`config.mk`:
```
export PLATFORM = sky130hd
export DESIGN_NAME = json_byte_tokenizer_flat
export DESIGN_NICKNAME = d
export VERILOG_FILES = /design/src/rtl/jbt_pkg.sv /design/src/rtl/jbt_byte_if.sv /design/src/rtl/jbt_token_if.sv /design/src/rtl/jbt_lexer.sv /design/src/rtl/jbt_token_fifo.sv /design/src/rtl/json_byte_tokenizer.sv /design/src/flat_wrapper.sv
export SDC_FILE = /design/constraint.sdc
export NUM_CORES = 2
export LEC_CHECK = 0
export CORE_ASPECT_RATIO = 0.75
export CORE_MARGIN = 2
export CORE_UTILIZATION = 55
export CTS_CLUSTER_DIAMETER = 200
export DETAILED_ROUTE_END_ITERATION = 6
export DONT_BUFFER_PORTS = 1
export PLACE_DENSITY_LB_ADDON = 0.1
export SLEW_MARGIN = 10
export SYNTH_ARGS = -nofsm -noshare
export SYNTH_HDL_FRONTEND = slang
export SYNTH_HIERARCHICAL = 1
export SYNTH_SLANG_ARGS = --single-unit
```
`constraint.sdc`:
```
create_clock -name clk -period 18.9 [get_ports clk]
set_clock_uncertainty 0.05 [all_clocks]
set_input_delay 3.78 -clock clk [delete_from_list [all_inputs] [get_ports clk]]
set_output_delay 3.78 -clock clk [all_outputs]
set_load 0.005 [all_outputs]
```
`src/rtl/jbt_pkg.sv`:
```
// Shared types and constants for the JSON byte tokenizer.
// Token kind codes, character codes, keyword tables, result record types.
// No dependencies.
`timescale 1ns / 1ps

package jbt_pkg;

	localparam logic [3:0] K_SPACE  = 4'd0;
	localparam logic [3:0] K_NUMBER = 4'd1;
	localparam logic [3:0] K_LBRACK = 4'd2;
	localparam logic [3:0] K_RBRACK = 4'd3;
	localparam logic [3:0] K_LBRACE = 4'd4;
	localparam logic [3:0] K_RBRACE = 4'd5;
	localparam logic [3:0] K_COMMA  = 4'd6;
	localparam logic [3:0] K_COLON  = 4'd7;
	localparam logic [3:0] K_STRING = 4'd8;
	localparam logic [3:0] K_BOOL   = 4'd9;
	localparam logic [3:0] K_NULL   = 4'd10;
	localparam logic [3:0] K_UNDEF  = 4'd11;
	localparam logic [3:0] K_END    = 4'd12;
	localparam logic [3:0] K_ERROR  = 4'd13;

	localparam logic [7:0] CH_NUL    = 8'h00;
	localparam logic [7:0] CH_TAB    = 8'h09;
	localparam logic [7:0] CH_LF     = 8'h0A;
	localparam logic [7:0] CH_CR     = 8'h0D;
	localparam logic [7:0] CH_SP     = 8'h20;
	localparam logic [7:0] CH_QUOTE  = 8'h22;
	localparam logic [7:0] CH_COMMA  = 8'h2C;
	localparam logic [7:0] CH_DOT    = 8'h2E;
	localparam logic [7:0] CH_ZERO   = 8'h30;
	localparam logic [7:0] CH_NINE   = 8'h39;
	localparam logic [7:0] CH_COLON  = 8'h3A;
	localparam logic [7:0] CH_LBRACK = 8'h5B;
	localparam logic [7:0] CH_RBRACK = 8'h5D;
	localparam logic [7:0] CH_LBRACE = 8'h7B;
	localparam logic [7:0] CH_RBRACE = 8'h7D;
	localparam logic [7:0] CH_T      = 8'h74;
	localparam logic [7:0] CH_F      = 8'h66;
	localparam logic [7:0] CH_N      = 8'h6E;
	localparam logic [7:0] CH_U      = 8'h75;

	localparam logic [1:0] KW_TRUE  = 2'd0;
	localparam logic [1:0] KW_FALSE = 2'd1;
	localparam logic [1:0] KW_NULL  = 2'd2;
	localparam logic [1:0] KW_UNDEF = 2'd3;

	// keyword spellings, first letter in the top byte
	localparam logic [71:0] KW_TEXT_TRUE  = {"true", 40'h0};
	localparam logic [71:0] KW_TEXT_FALSE = {"false", 32'h0};
	localparam logic [71:0] KW_TEXT_NULL  = {"null", 40'h0};
	localparam logic [71:0] KW_TEXT_UNDEF = "undefined";

	typedef struct packed {
		logic [3:0]         kind;
		logic [31:0]        start;
		logic [31:0]        length;
		logic signed [63:0] value;
		logic               frac;
		logic               bval;
		logic               last;
	} token_t;

	typedef struct packed {
		logic [1:0] count;
		token_t     tok0;
		token_t     tok1;
	} push_t;

	function automatic logic [3:0] kw_len(logic [1:0] c);
		logic [3:0] l;
		unique case (c)
			KW_TRUE:  l = 4'd4;
			KW_FALSE: l = 4'd5;
			KW_NULL:  l = 4'd4;
			default:  l = 4'd9;
		endcase
		return l;
	endfunction

	function automatic logic [3:0] kw_kind(logic [1:0] c);
		logic [3:0] k;
		unique case (c)
			KW_TRUE, KW_FALSE: k = K_BOOL;
			KW_NULL:           k = K_NULL;
			default:           k = K_UNDEF;
		endcase
		return k;
	endfunction

	function automatic logic [7:0] kw_char(logic [1:0] c, logic [3:0] i);
		logic [71:0] w;
		logic [71:0] sh;
		unique case (c)
			KW_TRUE:  w = KW_TEXT_TRUE;
			KW_FALSE: w = KW_TEXT_FALSE;
			KW_NULL:  w = KW_TEXT_NULL;
			default:  w = KW_TEXT_UNDEF;
		endcase
		sh = w << {i, 3'b000};
		return (i > 4'd8) ? 8'h00 : sh[71:64];
	endfunction

	function automatic logic is_space(logic [7:0] b);
		return b == CH_SP || b == CH_TAB || b == CH_CR || b == CH_LF;
	endfunction

	function automatic logic is_digit(logic [7:0] b);
		return b >= CH_ZERO && b <= CH_NINE;
	endfunction

endpackage

```
`src/rtl/jbt_byte_if.sv`:
```
// Byte channel into the tokenizer: valid/ready handshake with one text byte.
// Depends on nothing.
`timescale 1ns / 1ps

interface jbt_byte_if;
	logic       valid;
	logic       ready;
	logic [7:0] text_byte;

	modport source (output valid, output text_byte, input ready);
	modport sink (input valid, input text_byte, output ready);
endinterface

```
`src/rtl/jbt_token_if.sv`:
```
// Token channel out of the tokenizer: valid/ready handshake with one token.
// Depends on nothing.
`timescale 1ns / 1ps

interface jbt_token_if;
	logic               valid;
	logic               ready;
	logic [3:0]         token_kind;
	logic [31:0]        token_start;
	logic [31:0]        token_length;
	logic signed [63:0] integer_value;
	logic               has_fraction;
	logic               bool_value;
	logic               last_result;

	modport source (output valid, output token_kind, output token_start,
		output token_length, output integer_value, output has_fraction,
		output bool_value, output last_result, input ready);
	modport sink (input valid, input token_kind, input token_start,
		input token_length, input integer_value, input has_fraction,
		input bool_value, input last_result, output ready);
endinterface

```
`src/rtl/jbt_lexer.sv`:
```
// Lexer stage: input byte register, scan state and the per-byte next-state
// and token logic. Uses jbt_pkg; hands up to two tokens per byte to the queue.
`timescale 1ns / 1ps

module jbt_lexer import jbt_pkg::*; #(
	parameter int OB = 32
) (
	input  logic       clk,
	input  logic       arst_n,
	input  logic       in_valid,
	output logic       in_ready,
	input  logic [7:0] in_byte,
	input  logic       room,
	output push_t      push
);

	localparam logic [2:0] MODE_IDLE    = 3'd0;
	localparam logic [2:0] MODE_SPACE   = 3'd1;
	localparam logic [2:0] MODE_NUMBER  = 3'd2;
	localparam logic [2:0] MODE_STRING  = 3'd3;
	localparam logic [2:0] MODE_KEYWORD = 3'd4;

	localparam logic [OB-1:0] ONE = OB'(1);
	localparam logic [63:0]   OVF = 64'h8000_0000_0000_0000;

	logic          valid_s1;
	logic [7:0]    byte_s1;
	logic          adv;

	logic [2:0]    mode_q, mode_d;
	logic [OB-1:0] off_q, off_d;
	logic [OB-1:0] org_q, org_d;
	logic [63:0]   acc_q, acc_d;
	logic          frac_q, frac_d;
	logic [1:0]    kch_q, kch_d;
	logic [3:0]    kidx_q, kidx_d;
	logic          skip_q, skip_d;

	token_t        res [2];
	logic [1:0]    n;

	function automatic logic [31:0] to32(logic [OB-1:0] x);
		logic [47:0] w;
		w = 48'(x);
		return w[31:0];
	endfunction

	function automatic token_t mk(logic [3:0] k, logic [OB-1:0] s, logic [OB-1:0] l,
		logic [63:0] v, logic f, logic bv);
		token_t t;
		t.kind   = k;
		t.start  = to32(s);
		t.length = to32(l);
		t.value  = v;
		t.frac   = f;
		t.bval   = bv;
		t.last   = 1'b0;
		return t;
	endfunction

	assign adv      = valid_s1 && room;
	assign in_ready = !valid_s1 || adv;

	always_comb begin
		logic [OB-1:0] span;
		logic          go_idle;
		logic          fail;
		logic [OB-1:0] fail_len;
		logic [66:0]   ext;
		logic [66:0]   mul;
		logic [7:0]    b;

		b        = byte_s1;
		mode_d   = mode_q;
		off_d    = off_q;
		org_d    = org_q;
		acc_d    = acc_q;
		frac_d   = frac_q;
		kch_d    = kch_q;
		kidx_d   = kidx_q;
		skip_d   = skip_q;
		res[0]   = '0;
		res[1]   = '0;
		n        = 2'd0;
		go_idle  = 1'b0;
		fail     = 1'b0;
		fail_len = '0;
		span     = off_q - org_q;
		ext      = 67'(acc_q);
		mul      = (ext << 3) + (ext << 1) + 67'(b - CH_ZERO);

		if (skip_q) begin
			if (b == CH_NUL) begin
				res[0] = mk(K_END, off_q, '0, '0, 1'b0, 1'b0);
				n = 2'd1;
				mode_d = MODE_IDLE;
				off_d = '0; org_d = '0; acc_d = '0; frac_d = 1'b0;
				kch_d = '0; kidx_d = '0; skip_d = 1'b0;
			end else begin
				off_d = off_q + ONE;
			end
		end else begin
			unique case (mode_q)
				MODE_SPACE: begin
					if (is_space(b)) begin
						off_d = off_q + ONE;
					end else begin
						res[0] = mk(K_SPACE, org_q, span, '0, 1'b0, 1'b0);
						n = 2'd1;
						go_idle = 1'b1;
					end
				end
				MODE_NUMBER: begin
					if (is_digit(b)) begin
						if (!frac_q && !acc_q[63]) begin
							acc_d = (|mul[66:63]) ? OVF : mul[63:0];
						end
						off_d = off_q + ONE;
					end else if (b == CH_DOT && !frac_q) begin
						frac_d = 1'b1;
						off_d = off_q + ONE;
					end else if (frac_q) begin
						res[0] = mk(K_NUMBER, org_q, span, '0, 1'b1, 1'b0);
						n = 2'd1;
						go_idle = 1'b1;
					end else if (acc_q[63]) begin
						fail = 1'b1;
						fail_len = span;
					end else begin
						res[0] = mk(K_NUMBER, org_q, span, acc_q, 1'b0, 1'b0);
						n = 2'd1;
						go_idle = 1'b1;
					end
				end
				MODE_STRING: begin
					if (b == CH_QUOTE) begin
						res[0] = mk(K_STRING, org_q, span + ONE, '0, 1'b0, 1'b0);
						n = 2'd1;
						mode_d = MODE_IDLE;
						off_d = off_q + ONE;
					end else if (b == CH_NUL) begin
						fail = 1'b1;
						fail_len = span;
					end else begin
						off_d = off_q + ONE;
					end
				end
				MODE_KEYWORD: begin
					if (kidx_q < kw_len(kch_q) && b == kw_char(kch_q, kidx_q)) begin
						kidx_d = kidx_q + 4'd1;
						if (kidx_d >= kw_len(kch_q)) begin
							res[0] = mk(kw_kind(kch_q), org_q, span + ONE, '0, 1'b0,
								kch_q == KW_TRUE);
							n = 2'd1;
							mode_d = MODE_IDLE;
						end
						off_d = off_q + ONE;
					end else begin
						fail = 1'b1;
						fail_len = (b == CH_NUL) ? span : span + ONE;
					end
				end
				default: go_idle = 1'b1;
			endcase

			// byte opens a new token
			if (go_idle) begin
				mode_d = MODE_IDLE;
				org_d = off_q;
				off_d = off_q + ONE;
				if (b == CH_NUL) begin
					off_d = off_q;
				end else if (is_space(b)) begin
					mode_d = MODE_SPACE;
				end else if (is_digit(b)) begin
					mode_d = MODE_NUMBER;
					acc_d = 64'(b - CH_ZERO);
					frac_d = 1'b0;
				end else if (b == CH_LBRACK || b == CH_RBRACK || b == CH_LBRACE ||
					b == CH_RBRACE || b == CH_COMMA || b == CH_COLON) begin
					priority case (b)
						CH_LBRACK: res[n[0]] = mk(K_LBRACK, off_q, ONE, '0, 1'b0, 1'b0);
						CH_RBRACK: res[n[0]] = mk(K_RBRACK, off_q, ONE, '0, 1'b0, 1'b0);
						CH_LBRACE: res[n[0]] = mk(K_LBRACE, off_q, ONE, '0, 1'b0, 1'b0);
						CH_RBRACE: res[n[0]] = mk(K_RBRACE, off_q, ONE, '0, 1'b0, 1'b0);
						CH_COMMA:  res[n[0]] = mk(K_COMMA, off_q, ONE, '0, 1'b0, 1'b0);
						default:   res[n[0]] = mk(K_COLON, off_q, ONE, '0, 1'b0, 1'b0);
					endcase
					n = n + 2'd1;
				end else if (b == CH_QUOTE) begin
					mode_d = MODE_STRING;
				end else if (b == CH_T || b == CH_F || b == CH_N || b == CH_U) begin
					mode_d = MODE_KEYWORD;
					priority case (b)
						CH_T:    kch_d = KW_TRUE;
						CH_F:    kch_d = KW_FALSE;
						CH_N:    kch_d = KW_NULL;
						default: kch_d = KW_UNDEF;
					endcase
					kidx_d = 4'd1;
				end else begin
					fail = 1'b1;
					fail_len = ONE;
				end
			end

			// error token always starts at the current token origin
			if (fail) begin
				res[n[0]] = mk(K_ERROR, org_d, fail_len, '0, 1'b0, 1'b0);
				n = n + 2'd1;
				mode_d = MODE_IDLE;
				skip_d = 1'b1;
				off_d = off_q + ONE;
			end

			if (b == CH_NUL && (go_idle || fail)) begin
				res[n[0]] = mk(K_END, off_q, '0, '0, 1'b0, 1'b0);
				n = n + 2'd1;
				mode_d = MODE_IDLE;
				off_d = '0; org_d = '0; acc_d = '0; frac_d = 1'b0;
				kch_d = '0; kidx_d = '0; skip_d = 1'b0;
			end
		end

		if (n == 2'd1) begin
			res[0].last = 1'b1;
		end
		res[1].last = 1'b1;
	end

	assign push.count = adv ? n : 2'd0;
	assign push.tok0  = res[0];
	assign push.tok1  = res[1];

	always_ff @(posedge clk or negedge arst_n) begin
		if (!arst_n) begin
			valid_s1 <= 1'b0;
		end else if (in_valid && in_ready) begin
			valid_s1 <= 1'b1;
		end else if (adv) begin
			valid_s1 <= 1'b0;
		end
	end

	always_ff @(posedge clk) begin
		if (in_valid && in_ready) begin
			byte_s1 <= in_byte;
		end
	end

	always_ff @(posedge clk or negedge arst_n) begin
		if (!arst_n) begin
			mode_q <= MODE_IDLE;
			off_q  <= '0;
			org_q  <= '0;
			acc_q  <= '0;
			frac_q <= 1'b0;
			kch_q  <= '0;
			kidx_q <= '0;
			skip_q <= 1'b0;
		end else if (adv) begin
			mode_q <= mode_d;
			off_q  <= off_d;
			org_q  <= org_d;
			acc_q  <= acc_d;
			frac_q <= frac_d;
			kch_q  <= kch_d;
			kidx_q <= kidx_d;
			skip_q <= skip_d;
		end
	end

endmodule

```
`src/rtl/jbt_token_fifo.sv`:
```
// Four-entry token queue: takes up to two tokens a cycle, gives one.
// Uses jbt_pkg for the token and push records.
`timescale 1ns / 1ps

module jbt_token_fifo import jbt_pkg::*; (
	input  logic   clk,
	input  logic   arst_n,
	input  push_t  push,
	output logic   room,
	output logic   out_valid,
	input  logic   out_ready,
	output token_t out_tok
);

	token_t     mem_q [4];
	logic [1:0] wr_q;
	logic [1:0] rd_q;
	logic [2:0] cnt_q;
	logic       pop;

	assign room      = cnt_q <= 3'd2;
	assign out_valid = cnt_q != 3'd0;
	assign out_tok   = mem_q[rd_q];
	assign pop       = out_valid && out_ready;

	always_ff @(posedge clk or negedge arst_n) begin
		if (!arst_n) begin
			wr_q  <= '0;
			rd_q  <= '0;
			cnt_q <= '0;
		end else begin
			wr_q  <= wr_q + push.count;
			rd_q  <= rd_q + {1'b0, pop};
			cnt_q <= cnt_q + {1'b0, push.count} - {2'b00, pop};
		end
	end

	always_ff @(posedge clk) begin
		if (push.count != 2'd0) begin
			mem_q[wr_q] <= push.tok0;
		end
		if (push.count == 2'd2) begin
			mem_q[wr_q + 2'd1] <= push.tok1;
		end
	end

endmodule

```
`src/rtl/json_byte_tokenizer.sv`:
```
// Top level of the JSON byte tokenizer: byte channel in, token channel out.
// Uses jbt_pkg, jbt_byte_if, jbt_token_if, jbt_lexer and jbt_token_fifo.
`timescale 1ns / 1ps

// Takes one text byte per cycle and returns tokens (kind, start, length,
// integer value, fraction flag, boolean value) in text order; byte zero closes
// the text with an end token and restarts offsets at zero. A byte enters an
// input register and is scanned from there; its tokens pass through the
// token queue to the sink. Bytes that yield no token or one token flow at one
// per cycle while the token sink is ready. A byte that closes one token and
// also opens a one-byte token, hits an error or ends the text yields two,
// which leave the four-entry token queue at one per cycle while the sink is
// ready; the scan stage takes a byte only when the queue holds two tokens or
// fewer, so an isolated two-token byte is absorbed, while a run of them stalls
// the byte input.
module json_byte_tokenizer import jbt_pkg::*; #(
	parameter int OFFSET_BITS = 32
) (
	input  logic   clk,
	input  logic   arst_n,
	jbt_byte_if.sink    text_in,
	jbt_token_if.source token_out
);

	push_t  push;
	logic   room;
	token_t tok;

	jbt_lexer #(
		.OB(OFFSET_BITS)
	) u_lexer (
		.clk      (clk),
		.arst_n   (arst_n),
		.in_valid (text_in.valid),
		.in_ready (text_in.ready),
		.in_byte  (text_in.text_byte),
		.room     (room),
		.push     (push)
	);

	jbt_token_fifo u_fifo (
		.clk       (clk),
		.arst_n    (arst_n),
		.push      (push),
		.room      (room),
		.out_valid (token_out.valid),
		.out_ready (token_out.ready),
		.out_tok   (tok)
	);

	assign token_out.token_kind    = tok.kind;
	assign token_out.token_start   = tok.start;
	assign token_out.token_length  = tok.length;
	assign token_out.integer_value = tok.value;
	assign token_out.has_fraction  = tok.frac;
	assign token_out.bool_value    = tok.bval;
	assign token_out.last_result   = tok.last;

endmodule

```
`src/flat_wrapper.sv`:
```
// flat-port wrapper written by rule: the top's interface ports become plain ports
module json_byte_tokenizer_flat import jbt_pkg::*;
#(
	parameter int OFFSET_BITS = 32
)
  (clk, arst_n, text_in_valid, text_in_text_byte, text_in_ready, token_out_valid, token_out_token_kind, token_out_token_start, token_out_token_length, token_out_integer_value, token_out_has_fraction, token_out_bool_value, token_out_last_result, token_out_ready);
  jbt_byte_if text_in_i ();
  jbt_token_if token_out_i ();
  input  logic clk;
  input  logic arst_n;
  input wire logic [$bits(text_in_i.valid)-1:0] text_in_valid;
  input wire logic [$bits(text_in_i.text_byte)-1:0] text_in_text_byte;
  output wire logic [$bits(text_in_i.ready)-1:0] text_in_ready;
  output wire logic [$bits(token_out_i.valid)-1:0] token_out_valid;
  output wire logic [$bits(token_out_i.token_kind)-1:0] token_out_token_kind;
  output wire logic [$bits(token_out_i.token_start)-1:0] token_out_token_start;
  output wire logic [$bits(token_out_i.token_length)-1:0] token_out_token_length;
  output wire logic [$bits(token_out_i.integer_value)-1:0] token_out_integer_value;
  output wire logic [$bits(token_out_i.has_fraction)-1:0] token_out_has_fraction;
  output wire logic [$bits(token_out_i.bool_value)-1:0] token_out_bool_value;
  output wire logic [$bits(token_out_i.last_result)-1:0] token_out_last_result;
  input wire logic [$bits(token_out_i.ready)-1:0] token_out_ready;
  assign text_in_i.valid = text_in_valid;
  assign text_in_i.text_byte = text_in_text_byte;
  assign text_in_ready = text_in_i.ready;
  assign token_out_valid = token_out_i.valid;
  assign token_out_token_kind = token_out_i.token_kind;
  assign token_out_token_start = token_out_i.token_start;
  assign token_out_token_length = token_out_i.token_length;
  assign token_out_integer_value = token_out_i.integer_value;
  assign token_out_has_fraction = token_out_i.has_fraction;
  assign token_out_bool_value = token_out_i.bool_value;
  assign token_out_last_result = token_out_i.last_result;
  assign token_out_i.ready = token_out_ready;
  json_byte_tokenizer #(.OFFSET_BITS(OFFSET_BITS)) u_core (.clk(clk), .arst_n(arst_n), .text_in(text_in_i), .token_out(token_out_i));
endmodule
```
* Word level (Yosys, flattened, before mapping) *
Memory sizes are Yosys's and may differ from the RTL's.
Index checks and enable logic that the tools add are counted.
W data, S select, Z words.

storage, ports and cells
  bits in registers = 155
  RAM bits = 540
  output and inout port bits = 137
  word-level logic and storage cells = 323
  memories = 1

memory list
  name                 words  width  rd ports  clocked after memory_dff  write ports  line                  text
  u_core.u_fifo.mem_q  4      135    1         0                         2            jbt_token_fifo.sv:15  token_t mem_q [4];

cells by class
  add/sub/neg operators = 16
  order comparisons = 12
  eq/ne operators = 36
  shift operators = 1
  multiplexer cells = 197
  bitwise operators = 3
  reduce and logical (&&, ||, !) cells = 44

operators with widths
  kind                     count
  $mux W270                9
  $bwmux W270              8
  $mux W135                10
  $pmux W270 S5            1
  $mux W32                 32
  $mux W64                 11
  $pmux W135 S4            1
  $mux W132                4
  $demux W135 S1           3
  $pmux W69 S3             1
  $mux W72                 2
  $mux W131                1
  $pmux W32 S4             1
  $pmux W32 S3             1
  $shl A72 B7 Y72          1
  $mux W4                  17
  $add A67 B65 Y67         1
  $add A67 B67 Y67         1
  $add A32 B1 Y32 const B  2
  $eq A8 B7 Y1 const B     8
  $mux W1                  51
  $mux W2                  22
  $mux W3                  14
  $eq A8 B6 Y1 const B     5
  50 further kinds         102

* Longest topological paths before layout *
  depth in word-level cells = 36
  depth in mapped cells = 24
  depth with buffers taken out = 21

* Cells and area by module *
Netlist, hierarchy kept.

by module, submodules not included
  module          times used  cells each  area an instance (um2)
  jbt_token_fifo  1           1347        26723.1
  jbt_lexer       1           2476        19333.5

* Worst setup path after synthesis *
OpenSTA, ideal clock, no wires.

  path type = register to register
  start point = register u_core.u_lexer.kch_q[0]
  end point = memory u_core/u_fifo/mem_q[0][0] in the netlist's numbering (enable)
  setup time = 0.816 ns
  arrival time = 13.682 ns
  path slack = 4.352 ns
  cell stages (with the launch flop) = 18
  path buffers = 1
  path through = dfrtp_1 -> inv_1 -> ha_1 -> or3_1 -> a21o_1 -> a221oi_2 -> xnor2_1 -> or4b_4 -> o21ai_4 -> buf_2 -> ha_1 -> mux2_4 -> ha_1 -> xnor2_1 -> nor2_1 -> nor2_1 -> o21bai_1 -> o21ai_0

RTL lines
  what                    line                  text
  from (decl)             jbt_lexer.sv:35       logic [1:0] kch_q, kch_d;
  from (signal assigned)  jbt_lexer.sv:267      kch_q <= kch_d;
  to (decl)               jbt_token_fifo.sv:15

==> load_flow_metrics.sql <==
INSERT INTO impl_metrics (metric_group, metric, value, unit) VALUES
('floorplan', 'design.die.area', '0.0861', 'sq mm'),
('synthesis', 'synth_warn', '6', ''),
('synthesis', 'mappedNetlistArea', '0.0461', 'sq mm'),
('cells_and_area', 'layout.cells.non_filler', '4898', ''),
('grt', 'grt_start_max_net_pins', '148', ''),
('cells_and_area', 'area_delta_synth_final', '5.92', '%'),
('detailed_routing', 'drt_pre_antenna_iters', '6', ''),
('timing', 'final-setup-viol-count', '0', ''),
('timing', 'tightestPinTransition', '1.32', 'ns'),
('clock_tree', 'cts_bufs_inserted', '74', ''),
('place', 'number_of_buffer_cells_added_on_primary_ports', '0', ''),
('timing', 'slew_headroom', '0.114', ''),
('clock_tree', 'cts.root.buffer_cell', 'sky130_fd_sc_hd__clkbuf_16', ''),
('synthesis', 'synth_top_family_by_area', 'multiplexers', ''),
('hold_path', 'min_path_type', 'reg -> reg', ''),
('floorplan', 'die_h', '255', 'microns'),
('clock_tree', 'clkTransAtPathRegs', '0.06', 'ns'),
('power', 'leakage', '0.0191', 'uW'),
('detailed_routing', 'antenna_violating_nets_left', '0', ''),
('synthesis', 'yosysTopAreaCell', 'sky130_fd_sc_hd__edfxtp_1', ''),
('floorplan', 'die_width', '338', 'microns'),
('synthesis', 'synth_top_cell_area_share', '0.357', ''),
('worst_setup_path', 'crit_path_start_kind', 'register', ''),
('detailed_routing', 'initialDrtViolationCount', '3045', ''),
('floorplan', 'initial_core_util', '0.558', ''),
('cells_and_area', 'final_util', '0.591', ''),
('status', 'run_status', 'finished, final reports clean', ''),
('detailed_routing', 'routed_wire_length_per_instance', '25.9', 'microns'),
('worst_setup_path', 'startpoint', 'u_core/u_lexer/kch_q[0]$_DFFE_PN0P_', ''),
('worst_setup_path', 'criticalPathCategory', 'reg -> reg', ''),
('worst_setup_path', 'worst_r2r_endpoint', 'u_core/u_fifo/mem_q[2][97]$_DFFE_PP_', ''),
('grt', 'grt_usage', '0.294', ''),
('synthesis', 'postSynth.topFlopCell', 'sky130_fd_sc_hd__edfxtp_1', ''),
('clock_tree', 'cts_max_level', '3', ''),
('flow_run', 'max_cap_viols', '0', ''),
('grt', 'via_count_of_the_first_global_routing_pass', '31500', ''),
('place', 'pre_cts_slack', '11.07', 'ns'),
('clock_tree', 'cts_tree', 'done', ''),
('grt', 'number_of_antenna_violations_at_the_first_check_in_global_routing', '8', ''),
('timing', 'setup_repair_after_global_routing_missed_its_margin', 'no', ''),
('power', 'total_power', '5670', 'uW'),
('synthesis', 'post_synth_main_area_contributors', 'sky130_fd_sc_hd__edfxtp_1 (36%), sky130_fd_sc_hd__mux2_2 (10%), sky130_fd_sc_hd__dfrtp_1 (8.0%), sky130_fd_sc_hd__mux4_2 (6.6%), sky130_fd_sc_hd__ha_1 (3.5%)', ''),
('cells_and_area', 'drive_above_1_share', '0.237', ''),
('worst_setup_path', 'cell_depth_of_the_worst_flop_to_flop_path', '21', ''),
('synthesis', 'netlist_top_cells_count', 'sky130_fd_sc_hd__edfxtp_1 (548), sky130_fd_sc_hd__mux2_2 (427), sky130_fd_sc_hd__a21oi_1 (247), sky130_fd_sc_hd__o21ai_0 (227), sky130_fd_sc_hd__nand2_1 (194)', ''),
('timing', 'drv_slew', '0', ''),
('detailed_routing', 'via_count', '31800', ''),
('synthesis', 'synth_sequential_area_ratio', '0.437', ''),
('power', 'share_seq_of_total_power', '0.332', ''),
('clock_tree', 'cts_hold_repair.buffers', '0', ''),
('clock_tree', 'clock_latency', '0.64', 'ns'),
('timing', 'hold_violations', '0', ''),
('synthesis', 'syn_avg_cell_area', '12.0', 'sq um'),
('floorplan', 'ios', '149', ''),
('synthesis', 'synth_xor_area_frac', '0.0245', ''),
('power', 'net-switching-power', '2270', 'uW'),
('worst_setup_path', 'critical_path_fanouts_max', '136', ''),
('clock_tree', 'cts.sinks', '695', ''),
('timing', 'final_period_demand_of_the_worst_path', '7.83', 'ns'),
('power', 'swShare', '0.401', ''),
('synthesis', 'yosys.area_share.adder', '0.0636', ''),
('place', 'dp_hpwl', '84900', 'microns'),
('floorplan', 'core_area', '0.0825', 'sq mm'),
('worst_setup_path', 'critPathArrivalTime', '8.05', 'ns'),
('power', 'internal_power', '3400', 'uW'),
('synthesis', 'synth_most_common_cell', 'sky130_fd_sc_hd__edfxtp_1', ''),
('power', 'cellPowerDensity', '116', 'mW/mm^2'),
('power', 'pwr-share-clk', '0.256', ''),
('cells_and_area', 'num-fill-cells', '6685', ''),
('detailed_routing', 'via_per_inst', '6.48', ''),
('grt', 'grt_first_pass_wirelength', '195000', 'microns');
-- power by group through the flow --
stage / sequential, uW / combinational (uW) / clock, uW
6_report: 1880 / 2340 / 1450
5_1_grt: 1890 / 2500 / 1530
4_1_cts: 1880 / 2280 / 1480
3_5_place_dp: 1910 / 2260 / 0
3_3_place_gp: 1900 / 2240 / 0
2_1_floorplan: 1840 / 1630 / 0
-- worst min-delay path by stage --
stage / end / slack (ns) / depth (start not counted)
5_1_grt: u_core/u_lexer/org_q[18]$_DFFE_PN0P_ / 0.51 / 1
3_5_place_dp: u_core/u_lexer/org_q[30]$_DFFE_PN0P_ / 0.46 / 1
6_report: u_core/u_lexer/org_q[6]$_DFFE_PN0P_ / 0.49 / 1
3_3_place_gp: u_core/u_lexer/org_q[20]$_DFFE_PN0P_ / 0.46 / 1
4_1_cts: u_core/u_lexer/org_q[2]$_DFFE_PN0P_ / 0.49 / 1
2_1_floorplan: u_core/u_lexer/org_q[0]$_DFFE_PN0P_ / 0.43 / 1
-- final cells by class --
type | count | area, sq um | area share
Tap cell | 1116 | 1400 | 0.0286
Multi-Input combinational cell | 2805 | 24100 | 0.494
Timing Repair Buffer | 46 | 370 | 0.00759
Inverter | 98 | 372 | 0.00762
Antenna cell | 4 | 10.0 | 0.000205
Clock buffer | 108 | 2090 | 0.0429
Sequential cell | 695 | 20100 | 0.413
Clock inverter | 26 | 305 | 0.00626
-- layer usage --
metal	share of wire	vias to the layer above	GRT usage
met4	0.019	4	0.0671
met3	0.089	162	0.0691
li1	-	14200	-
met2	0.42	1222	0.424
met5	0.00021	-	0
met1	0.47	16200	0.449
-- state kept, by name, indices dropped and copies added (netlist names) --
register,count
u_core/u_lexer/org_q,32
u_core/u_lexer/kidx_q,4
u_core/u_lexer/frac_q,1
u_core/u_fifo/mem_q,540
u_core/u_lexer/kch_q,2
u_core/u_lexer/mode_q,3
u_core/u_lexer/acc_q,64
u_core/u_lexer/valid_s1,1
u_core/u_lexer/byte_s1,8
u_core/u_fifo/rd_q,2
u_core/u_lexer/skip_q,1
u_core/u_fifo/cnt_q,3
u_core/u_fifo/wr_q,2
u_core/u_lexer/off_q,32
-- placed cells by master, fill, tap and decap left out, types with 21 or more instances in the layout --
| master | instances |
|---|---|
| sky130_fd_sc_hd__o21ai_1 | 25 |
| sky130_fd_sc_hd__xor2_1 | 41 |
| sky130_fd_sc_hd__conb_1 | 99 |
| sky130_fd_sc_hd__nor2_1 | 158 |
| sky130_fd_sc_hd__a22o_1 | 52 |
| sky130_fd_sc_hd__o21ai_0 | 226 |
| sky130_fd_sc_hd__fa_1 | 65 |
| sky130_fd_sc_hd__a21oi_1 | 246 |
| sky130_fd_sc_hd__dfrtp_1 | 145 |
| sky130_fd_sc_hd__and3_1 | 38 |
| sky130_fd_sc_hd__clkbuf_16 | 75 |
| sky130_fd_sc_hd__nand2b_1 | 22 |
| sky130_fd_sc_hd__clkbuf_1 | 24 |
| sky130_fd_sc_hd__a31oi_1 | 22 |
| sky130_fd_sc_hd__a211oi_1 | 21 |
| sky130_fd_sc_hd__inv_1 | 95 |
| sky130_fd_sc_hd__ha_1 | 130 |
| sky130_fd_sc_hd__mux4_2 | 135 |
| sky130_fd_sc_hd__o31ai_1 | 22 |
| sky130_fd_sc_hd__a21o_1 | 58 |
| sky130_fd_sc_hd__a21oi_2 | 22 |
| sky130_fd_sc_hd__nand3_1 | 64 |
| sky130_fd_sc_hd__edfxtp_1 | 548 |
| sky130_fd_sc_hd__nor2b_1 | 28 |
| sky130_fd_sc_hd__o21a_1 | 24 |
| sky130_fd_sc_hd__mux2_4 | 90 |
| sky130_fd_sc_hd__nor3_1 | 41 |
| sky130_fd_sc_hd__xnor2_1 | 88 |
| sky130_fd_sc_hd__mux2_2 | 427 |
| sky130_fd_sc_hd__buf_4 | 44 |
| sky130_fd_sc_hd__and2_1 | 113 |
| sky130_fd_sc_hd__mux2_1 | 25 |
| sky130_fd_sc_hd__nand4_1 | 23 |
| sky130_fd_sc_hd__nand2_1 | 193 |
-- per-stage QoR --
step,cell area (sq um),hold slack (ns)
after CTS,48800,0.485
after global placement,46400,0.460
after global routing,48800,0.507
after floorplan,46400,0.434
after detailed placement,46400,0.465
final,48800,0.487
-- kinds of logic after synthesis --
kind of cell | Yosys count
AOI/OAI and AO/OA | 909
buffers and inverters | 420
xor gates and xnor gates | 129
and+or+nand+nor | 786
muxes | 687
other | 2
DFF | 695
adders and majority gates | 195
-- worst max-delay path, stage by stage, from the launching register on --
cell and delay [ns]:
sky130_fd_sc_hd__dfrtp_1 0.51, sky130_fd_sc_hd__inv_1 0.17, sky130_fd_sc_hd__ha_1 0.28, sky130_fd_sc_hd__or3_1 0.32
sky130_fd_sc_hd__a21o_1 0.20, sky130_fd_sc_hd__a221oi_2 0.27, sky130_fd_sc_hd__xnor2_1 0.16, sky130_fd_sc_hd__or4b_4 0.57
sky130_fd_sc_hd__o21ai_4 0.42, sky130_fd_sc_hd__ha_1 0.33, sky130_fd_sc_hd__mux2_4 0.31, sky130_fd_sc_hd__ha_1 0.42
sky130_fd_sc_hd__a22oi_1 0.18, sky130_fd_sc_hd__nand2_1 0.11, sky130_fd_sc_hd__o21ai_0 0.08, sky130_fd_sc_hd__nor3_1 0.14
sky130_fd_sc_hd__buf_4 0.20, sky130_fd_sc_hd__and4bb_4 0.26, sky130_fd_sc_hd__buf_12 0.74, sky130_fd_sc_hd__o21bai_4 0.29
sky130_fd_sc_hd__buf_4 0.65, sky130_fd_sc_hd__buf_4 0.68
Note: power is estimated with default switching activity, not from simulation.
